## src/hdl/sqmm_pkg.sv

```systemverilog
// ----------------------------------------------------------------------------
// sqmm_pkg
// Shared types and constants of the square matrix multiplier.
// ----------------------------------------------------------------------------
`timescale 1ns / 1ps
`default_nettype none

package sqmm_pkg;

  localparam int ELEM_W = 16;  // Q8.8 element
  localparam int IDX_W  = 3;   // row / column index
  localparam int DIM_W  = 4;   // size register, wide enough for a count of eight
  localparam int PROD_W = 32;  // Q16.16 single product
  localparam int ACC_W  = 35;  // Q19.16 sum of up to eight products
  localparam int CMD_W  = 2;

  localparam logic [DIM_W-1:0] SIZE_RESET = 4'd8;

  typedef enum logic [CMD_W-1:0] {
    CMD_LOAD_FIRST  = 2'd0,
    CMD_LOAD_SECOND = 2'd1,
    CMD_COMPUTE     = 2'd2,
    CMD_UNUSED      = 2'd3
  } sqmm_cmd_t;

  typedef enum logic [2:0] {
    ST_IDLE  = 3'b001,
    ST_RUN   = 3'b010,
    ST_DRAIN = 3'b100
  } sqmm_state_t;

  // One multiply-accumulate step as it travels down the pipeline.
  typedef struct packed {
    logic             valid;
    logic [IDX_W-1:0] row;
    logic [IDX_W-1:0] col;
    logic             first;      // first term of a product element
    logic             last_term;  // last term of a product element
    logic             last_elem;  // final product element of the run
  } sqmm_step_t;

endpackage

`default_nettype wire

```

## src/hdl/sqmm_mem.sv

```systemverilog
// ----------------------------------------------------------------------------
// sqmm_mem
// Element stores for both matrices, one write and one registered read port.
// ----------------------------------------------------------------------------
`timescale 1ns / 1ps
`default_nettype none

module sqmm_mem
  import sqmm_pkg::*;
#(
  parameter int DEPTH = 64,
  parameter int AW    = 6
) (
  input  wire                     clk,
  input  wire                     we_first,
  input  wire                     we_second,
  input  wire        [AW-1:0]     wr_addr,
  input  wire signed [ELEM_W-1:0] wr_data,
  input  wire                     rd_en,
  input  wire        [AW-1:0]     rd_addr_first,
  input  wire        [AW-1:0]     rd_addr_second,
  output logic signed [ELEM_W-1:0] rd_first_r,
  output logic signed [ELEM_W-1:0] rd_second_r
);

  logic signed [ELEM_W-1:0] first_mem [DEPTH];
  logic signed [ELEM_W-1:0] second_mem [DEPTH];

  always_ff @(posedge clk) begin
    if (we_first) begin
      first_mem[wr_addr] <= wr_data;
    end
    if (rd_en) begin
      rd_first_r <= first_mem[rd_addr_first];
    end
  end

  always_ff @(posedge clk) begin
    if (we_second) begin
      second_mem[wr_addr] <= wr_data;
    end
    if (rd_en) begin
      rd_second_r <= second_mem[rd_addr_second];
    end
  end

endmodule

`default_nettype wire

```

## src/hdl/sqmm_ctrl.sv

```systemverilog
// ----------------------------------------------------------------------------
// sqmm_ctrl
// Sequencer: walks i, j, k over the active size and issues element reads.
// ----------------------------------------------------------------------------
`timescale 1ns / 1ps
`default_nettype none

module sqmm_ctrl
  import sqmm_pkg::*;
#(
  parameter int MAX_DIM = 8,
  parameter int AW      = 6
) (
  input  wire               clk,
  input  wire               rst_n,
  input  wire               go,
  input  wire [DIM_W-1:0]   size,
  input  wire               done,
  output logic              busy,
  output logic              rd_en,
  output logic [AW-1:0]     rd_addr_first,
  output logic [AW-1:0]     rd_addr_second,
  output sqmm_step_t        step
);

  sqmm_state_t      state_r, state_nxt;
  logic [IDX_W-1:0] i_r, i_nxt, j_r, j_nxt, k_r, k_nxt;
  logic [DIM_W-1:0] dim;
  logic [IDX_W-1:0] last_idx;
  logic             k_end, j_end, i_end;

  // Clamp size into 1..MAX_DIM.
  always_comb begin
    if (size == '0) begin
      dim = DIM_W'(1);
    end else if (size > DIM_W'(MAX_DIM)) begin
      dim = DIM_W'(MAX_DIM);
    end else begin
      dim = size;
    end
  end

  assign last_idx = IDX_W'(dim - DIM_W'(1));
  assign k_end    = (k_r == last_idx);
  assign j_end    = (j_r == last_idx);
  assign i_end    = (i_r == last_idx);

  assign busy  = (state_r != ST_IDLE);
  assign rd_en = (state_r == ST_RUN);

  assign rd_addr_first  = AW'(i_r) * AW'(MAX_DIM) + AW'(k_r);
  assign rd_addr_second = AW'(k_r) * AW'(MAX_DIM) + AW'(j_r);

  always_comb begin
    step.valid     = (state_r == ST_RUN);
    step.row       = i_r;
    step.col       = j_r;
    step.first     = (k_r == '0);
    step.last_term = k_end;
    step.last_elem = k_end && j_end && i_end;
  end

  always_comb begin
    state_nxt = state_r;
    i_nxt     = i_r;
    j_nxt     = j_r;
    k_nxt     = k_r;
    unique case (state_r)
      ST_IDLE: begin
        if (go) begin
          state_nxt = ST_RUN;
          i_nxt     = '0;
          j_nxt     = '0;
          k_nxt     = '0;
        end
      end
      ST_RUN: begin
        if (!k_end) begin
          k_nxt = k_r + IDX_W'(1);
        end else begin
          k_nxt = '0;
          if (!j_end) begin
            j_nxt = j_r + IDX_W'(1);
          end else begin
            j_nxt = '0;
            if (!i_end) begin
              i_nxt = i_r + IDX_W'(1);
            end else begin
              state_nxt = ST_DRAIN;
            end
          end
        end
      end
      ST_DRAIN: begin
        // Hold until the final element leaves the accumulator.
        if (done) begin
          state_nxt = ST_IDLE;
        end
      end
      default: begin
        state_nxt = ST_IDLE;
      end
    endcase
  end

  always_ff @(posedge clk) begin
    if (!rst_n) begin
      state_r <= ST_IDLE;
      i_r     <= '0;
      j_r     <= '0;
      k_r     <= '0;
    end else begin
      state_r <= state_nxt;
      i_r     <= i_nxt;
      j_r     <= j_nxt;
      k_r     <= k_nxt;
    end
  end

endmodule

`default_nettype wire

```

## src/hdl/sqmm_mac.sv

```systemverilog
// ----------------------------------------------------------------------------
// sqmm_mac
// Multiply-accumulate pipeline and result register.
// ----------------------------------------------------------------------------
`timescale 1ns / 1ps
`default_nettype none

module sqmm_mac
  import sqmm_pkg::*;
(
  input  wire                      clk,
  input  wire                      rst_n,
  input  sqmm_step_t               step,
  input  wire signed [ELEM_W-1:0]  rd_first,
  input  wire signed [ELEM_W-1:0]  rd_second,
  output logic                     done,
  output logic                     out_valid_r,
  output logic [IDX_W-1:0]         out_row_r,
  output logic [IDX_W-1:0]         out_column_r,
  output logic signed [ACC_W-1:0]  out_value_r,
  output logic                     out_last_r
);

  sqmm_step_t               step1_r, step2_r;
  logic signed [PROD_W-1:0] prod_r;
  logic signed [ACC_W-1:0]  acc_r, acc_nxt;

  // Restart the sum on the first term of each element.
  assign acc_nxt = step2_r.first ? ACC_W'(prod_r) : acc_r + ACC_W'(prod_r);
  assign done    = step2_r.valid && step2_r.last_term && step2_r.last_elem;

  always_ff @(posedge clk) begin
    if (!rst_n) begin
      step1_r.valid <= 1'b0;
      step2_r.valid <= 1'b0;
      out_valid_r   <= 1'b0;
    end else begin
      step1_r.valid <= step.valid;
      step2_r.valid <= step1_r.valid;
      out_valid_r   <= step2_r.valid && step2_r.last_term;
    end
    step1_r.row       <= step.row;
    step1_r.col       <= step.col;
    step1_r.first     <= step.first;
    step1_r.last_term <= step.last_term;
    step1_r.last_elem <= step.last_elem;
    step2_r.row       <= step1_r.row;
    step2_r.col       <= step1_r.col;
    step2_r.first     <= step1_r.first;
    step2_r.last_term <= step1_r.last_term;
    step2_r.last_elem <= step1_r.last_elem;
    prod_r            <= rd_first * rd_second;
    if (step2_r.valid) begin
      acc_r <= acc_nxt;
    end
    if (step2_r.valid && step2_r.last_term) begin
      out_row_r    <= step2_r.row;
      out_column_r <= step2_r.col;
      out_value_r  <= acc_nxt;
      out_last_r   <= step2_r.last_elem;
    end
  end

endmodule

`default_nettype wire

```

## src/hdl/square_matrix_multiply_top.sv

```systemverilog
// ----------------------------------------------------------------------------
// square_matrix_multiply_top
// Loads two square Q8.8 matrices and streams their exact Q19.16 product.
// ----------------------------------------------------------------------------
// A request is taken on a clock edge with start high and busy low. A load
// request (first or second matrix) writes one element in that cycle and
// leaves busy low, so loads go back to back at one per cycle; a load whose
// row or column lies outside MAX_DIM, and the unused command, do nothing.
// A compute request raises busy and runs n*n*n multiply-accumulate steps,
// n being the active size (cfg_data clamped to 1..MAX_DIM): one step per
// cycle, bounded by the single read port of each element memory, through
// registered read, multiply and accumulate stages. The product comes out
// row-major, one element per out_valid pulse, with out_last on the final
// one; busy falls in the cycle of that final pulse.
// out_valid is a one-cycle strobe: the receiver cannot stall it, so it must
// take every result as it appears. Write cfg_data only while busy is low.
// The element memories are not cleared: read only elements already loaded.
// ----------------------------------------------------------------------------
`timescale 1ns / 1ps
`default_nettype none

module square_matrix_multiply_top
  import sqmm_pkg::*;
#(
  parameter int MAX_DIM = 8
) (
  input  wire                      clk,
  input  wire                      rst_n,
  // Request channel
  input  wire                      start,
  output logic                     busy,
  input  wire [CMD_W-1:0]          in_command,
  input  wire [IDX_W-1:0]          in_row,
  input  wire [IDX_W-1:0]          in_column,
  input  wire signed [ELEM_W-1:0]  in_element,
  // Size register
  input  wire                      cfg_we,
  input  wire [DIM_W-1:0]          cfg_data,
  // Result channel
  output logic                     out_valid,
  output logic [IDX_W-1:0]         out_row,
  output logic [IDX_W-1:0]         out_column,
  output logic signed [ACC_W-1:0]  out_product_value,
  output logic                     out_last
);

  localparam int DEPTH = MAX_DIM * MAX_DIM;
  localparam int AW    = (DEPTH > 1) ? $clog2(DEPTH) : 1;

  logic                     accept;
  logic                     in_range;
  logic                     we_first, we_second;
  logic [AW-1:0]            wr_addr;
  logic [DIM_W-1:0]         size_r;
  logic                     go;
  logic                     done;
  logic                     rd_en;
  logic [AW-1:0]            rd_addr_first, rd_addr_second;
  logic signed [ELEM_W-1:0] rd_first, rd_second;
  sqmm_step_t               step;

  assign accept   = start && !busy;
  assign in_range = ({1'b0, in_row} < DIM_W'(MAX_DIM)) &&
                    ({1'b0, in_column} < DIM_W'(MAX_DIM));
  assign wr_addr  = AW'(in_row) * AW'(MAX_DIM) + AW'(in_column);

  // Decode the request; drop loads outside the stores.
  always_comb begin
    we_first  = 1'b0;
    we_second = 1'b0;
    go        = 1'b0;
    unique case (sqmm_cmd_t'(in_command))
      CMD_LOAD_FIRST:  we_first  = accept && in_range;
      CMD_LOAD_SECOND: we_second = accept && in_range;
      CMD_COMPUTE:     go        = accept;
      default:         go        = 1'b0;
    endcase
  end

  always_ff @(posedge clk) begin
    if (!rst_n) begin
      size_r <= SIZE_RESET;
    end else if (cfg_we) begin
      size_r <= cfg_data;
    end
  end

  sqmm_mem #(
    .DEPTH (DEPTH),
    .AW    (AW)
  ) u_mem (
    .clk            (clk),
    .we_first       (we_first),
    .we_second      (we_second),
    .wr_addr        (wr_addr),
    .wr_data        (in_element),
    .rd_en          (rd_en),
    .rd_addr_first  (rd_addr_first),
    .rd_addr_second (rd_addr_second),
    .rd_first_r     (rd_first),
    .rd_second_r    (rd_second)
  );

  // Busy covers the whole compute run, so no load can touch an element
  // while it is being read.
  sqmm_ctrl #(
    .MAX_DIM (MAX_DIM),
    .AW      (AW)
  ) u_ctrl (
    .clk            (clk),
    .rst_n          (rst_n),
    .go             (go),
    .size           (size_r),
    .done           (done),
    .busy           (busy),
    .rd_en          (rd_en),
    .rd_addr_first  (rd_addr_first),
    .rd_addr_second (rd_addr_second),
    .step           (step)
  );

  sqmm_mac u_mac (
    .clk          (clk),
    .rst_n        (rst_n),
    .step         (step),
    .rd_first     (rd_first),
    .rd_second    (rd_second),
    .done         (done),
    .out_valid_r  (out_valid),
    .out_row_r    (out_row),
    .out_column_r (out_column),
    .out_value_r  (out_product_value),
    .out_last_r   (out_last)
  );

endmodule

`default_nettype wire
```

## config.mk

```make
export PLATFORM = sky130hd
export DESIGN_NAME = square_matrix_multiply_top
export DESIGN_NICKNAME = d
export VERILOG_FILES = /design/src/hdl/sqmm_pkg.sv /design/src/hdl/sqmm_mem.sv /design/src/hdl/sqmm_ctrl.sv /design/src/hdl/sqmm_mac.sv /design/src/hdl/square_matrix_multiply_top.sv
export SDC_FILE = /design/constraint.sdc
export NUM_CORES = 2
export LEC_CHECK = 0
export BUFFER_PORTS_ARGS = -buffer_cell sky130_fd_sc_hd__buf_2
export CELL_PAD_IN_SITES_DETAIL_PLACEMENT = 1
export CELL_PAD_IN_SITES_GLOBAL_PLACEMENT = 2
export CORE_UTILIZATION = 54
export DETAILED_ROUTE_END_ITERATION = 6
export GPL_TIMING_DRIVEN = 0
export PLACE_DENSITY = 0.95
export SLEW_MARGIN = 30
export SYNTH_ARGS = -nofsm -noshare
export SYNTH_HDL_FRONTEND = slang
export SYNTH_SLANG_ARGS = --single-unit
```

## constraint.sdc

```tcl
create_clock -name clk -period 14.05 [get_ports clk]
set_input_delay 2.81 -clock clk [delete_from_list [all_inputs] [get_ports clk]]
set_output_delay 2.81 -clock clk [all_outputs]
set_load 0.01 [all_outputs]
```

==> impl_metrics.json <==
{
  "cpMostUsedCell": "fa_1",
  "p_leak_uw": 0.0351,
  "final_common_cell": "edfxtp_1",
  "rsz0062_at_grt": "no",
  "ys_seq_area_share_pct": 69.5,
  "powerDensity_nw_per_um2": 131,
  "cp_top_family": "adder cells",
  "outcome": "finished, final reports clean",
  "final_hold_viol_count": 0,
  "grt_max_degree": 97,
  "synthXorXnorAreaFrac_pct": 0.617,
  "nets": 5528,
  "hold_buffers": 0,
  "area_delta_synth_final_pct": 13.3,
  "drc": 0,
  "worst-setup-path-type": "register to register",
  "dpl.hpwl_um": 181000,
  "clkSinkCount": 2226,
  "min_path_type": "register to register",
  "drv_cap": 0,
  "ant_nets": 0,
  "fin_skew_ps": 56.0,
  "drive_gt1_share_pct": 26.3,
  "synth_seq_cells": 2226,
  "clk_pin_slew_ps": 70,
  "root_buffer": "clkbuf_16",
  "gp_congestion": 0.887,
  "worst_slack_ps": 6360,
  "multiInputGateArea_um2": 27400,
  "crit_buf_inv": 5,
  "start_util_pct": 54.6,
  "track_usage_pct": 34.5,
  "ys.flop_type": "edfxtp_1",
  "synth_edf_count": 2157,
  "drt_first_pass_iters": 6,
  "grt-ovfl-total": 0,
  "finalPower_uw": 14100,
  "synth_area_per_cell_um2": 20.1,
  "fin_crit_ps": 7690,
  "vias_per_cell": 6.96,
  "cts_tree": "yes",
  "antenna_found_initial": 41,
  "first_iter_violations": 8582,
  "ys_warn_count": 0,
  "die_y_um": 422,
  "max_stage_delay_ps": 730,
  "cp.required_ps": 14840,
  "synthMuxAreaShare_pct": 16.0,
  "netlist_area_um2": 95100,
  "clock_latency_ps": 910,
  "timing.slew.headroom_pct": 23.4,
  "h-tree-depth": 4,
  "finalSetupTns_ps": 0,
  "cts_buffer_depth": 3,
  "synth_top_cell_by_area": "edfxtp_1",
  "cts_setup_buffers": 0,
  "synth_top_family_by_area": "multiplexers",
  "tightest_slew_ps": 1150,
  "fp.dieArea_um2": 178000,
  "finalMaxSlewViolations": 0,
  "synthAdderAreaFrac_pct": 7.13,
  "yosysTopAreaCellShare_pct": 68.1,
  "fill_cells": 14400,
  "wl_per_cell_um": 39.9,
  "cp_max_fo": 10,
  "max_freq_mhz": 130,
  "totalWireLength_um": 305000,
  "cp-start-kind": "register",
  "die_w_um": 422,
  "synth_compound_area_share_pct": 1.37,
  "syn-num-nets": 5142,
  "syn_inst": 4726,
  "grt_pass1_vias": 54500,
  "post_cts_resized": 0,
  "pre_cts_ws_ps": 6650,
  "core_area_um2": 174000,
  "num_vias": 53200,
  "crit_chain": "clkbuf_1, and2_1, fa_1, inv_1, fa_1, fa_1, fa_1, inv_1, fa_1, inv_1, fa_1, inv_1, ha_1, a21oi_1, o21ai_0, nor4b_1, a221oi_1, a211oi_2, nor3_1, o41ai_1, a21oi_1, xnor2_1",
  "grt_pass1_wl_um": 428000,
  "layout_common_cells": "edfxtp_1 (2157), mux4_2 (672), inv_1 (312)",
  "synth-simple-area-share_pct": 3.17,
  "fin_crit_sh_pct": 54.8,
  "async_flop_share_pct": 0,
  "synth_area_leaders": "edfxtp_1 (68%), mux4_2 (16%), fa_1 (5.5%)",
  "std_cell_rows": 153,
  "ys_types": 64,
  "worstSetupEndpointType": "register",
  "slowest_stage": "edfxtp_1",
  "cts_buffers": 211,
  "ir_worst_vdd_v": 0.000111,
  "io-pin-count": 76,
  "seq_area_um2": 66200,
  "io_buffers": 71,
  "setup_viol": 0,
  "critical_path_arrival_ps": 8480
}
-- registers in the layout, indices dropped and copies added, names as in the netlist, 4 cells and up --
register / flops
u_mac.step1_r: 10
u_mem.second_mem: 1024
u_mac.step2_r: 10
size_r: 4
u_mem.rd_second_r: 16
u_mac.out_value_r: 35
u_mem.first_mem: 1024
u_mac.prod_r: 32
u_mac.acc_r: 35
u_mem.rd_first_r: 16
-- kinds of logic after synthesis --
group / after synthesis
flip-flops: 2226
multiplexers: 682
AND/OR/NAND/NOR: 635
buffers and inverters: 523
adder cells (fa/ha/maj): 384
AO/OA/AOI/OAI: 209
XOR/XNOR: 67
-- final cells by class --
cell class	count	area share, %
clock inverter	149	1.58
inverter	315	1.10
clock buffer	246	5.03
tap	2325	2.70
sequential	2226	61.4
timing repair buffer	173	1.86
multi-input combinational	1977	25.5
antenna	23	0.0534
buffer	208	0.868
-- per-stage QoR --
step | hold slack [ps] | utilization [%] | instance area [µm²] | std cells
global placement | 312 | 56.4 | 98400 | 7122
global route | 347 | 61.8 | 108000 | 7627
floorplan | 310 | - | 95100 | 4726
CTS | 342 | 61.7 | 108000 | 7619
finish | 339 | 61.8 | 108000 | 7642
detailed placement | 314 | 57.7 | 101000 | 7224
-- synth_stat cells (3+ instances only) --
cell type  number
a211oi_1        8
a21o_1         21
a21oi_1        59
a221oi_1        3
a31oi_1         5
and2_1        124
and3_1          9
and4_1          3
buf_1          28
buf_2          47
buf_6           5
clkbuf_1      126
dfxtp_1        69
edfxtp_1     2157
fa_1          263
ha_1          121
inv_1         313
mux2i_1         8
mux4_2        672
nand2_1       204
nand2b_1       24
nand3_1        18
nand3b_1        4
nand4_1         4
nor2_1        181
nor2b_1        16
nor3_1         15
nor3b_1         9
nor4_1          4
nor4b_1         5
o2111ai_1       5
o211ai_1        6
o21a_1          9
o21ai_0        57
o21bai_1        7
o22ai_1         3
o31ai_1         8
o41ai_1         3
or3_1           7
xnor2_1        41
xor2_1         26
-- worst paths after layout --
kind	slack [ps]	end	start	cells past startpoint
hold / removal	340	u_mac.step2_r[5]$_DFF_P_	u_mac.step1_r[5]$_DFF_P_	0
hold reg to reg	340	u_mac.step2_r[5]$_DFF_P_	u_mac.step1_r[5]$_DFF_P_	0
setup reg to reg	6360	u_mac.prod_r[31]$_DFF_P_	u_mem.rd_first_r[6]$_DFFE_PP_	22
setup / recovery	6360	u_mac.prod_r[31]$_DFF_P_	u_mem.rd_first_r[6]$_DFFE_PP_	22
-- where the power goes --
group,internal [µW],leakage (µW),switching (µW)
registers,7320,0.0200,21.7
clock network,3320,0.00343,2740
logic,247,0.0117,458
total,10900,0.0351,3220
-- routing by layer --
metal	GRT usage (%)	part of all wire [%]	vias to the layer above
li1	-	-	19500
met1	43.9	33	27500
met2	54.4	47	5078
met3	9.68	13	1103
met4	18.6	6.7	24
met5	0	0.056	-
Power figures use the tool's default switching activity.
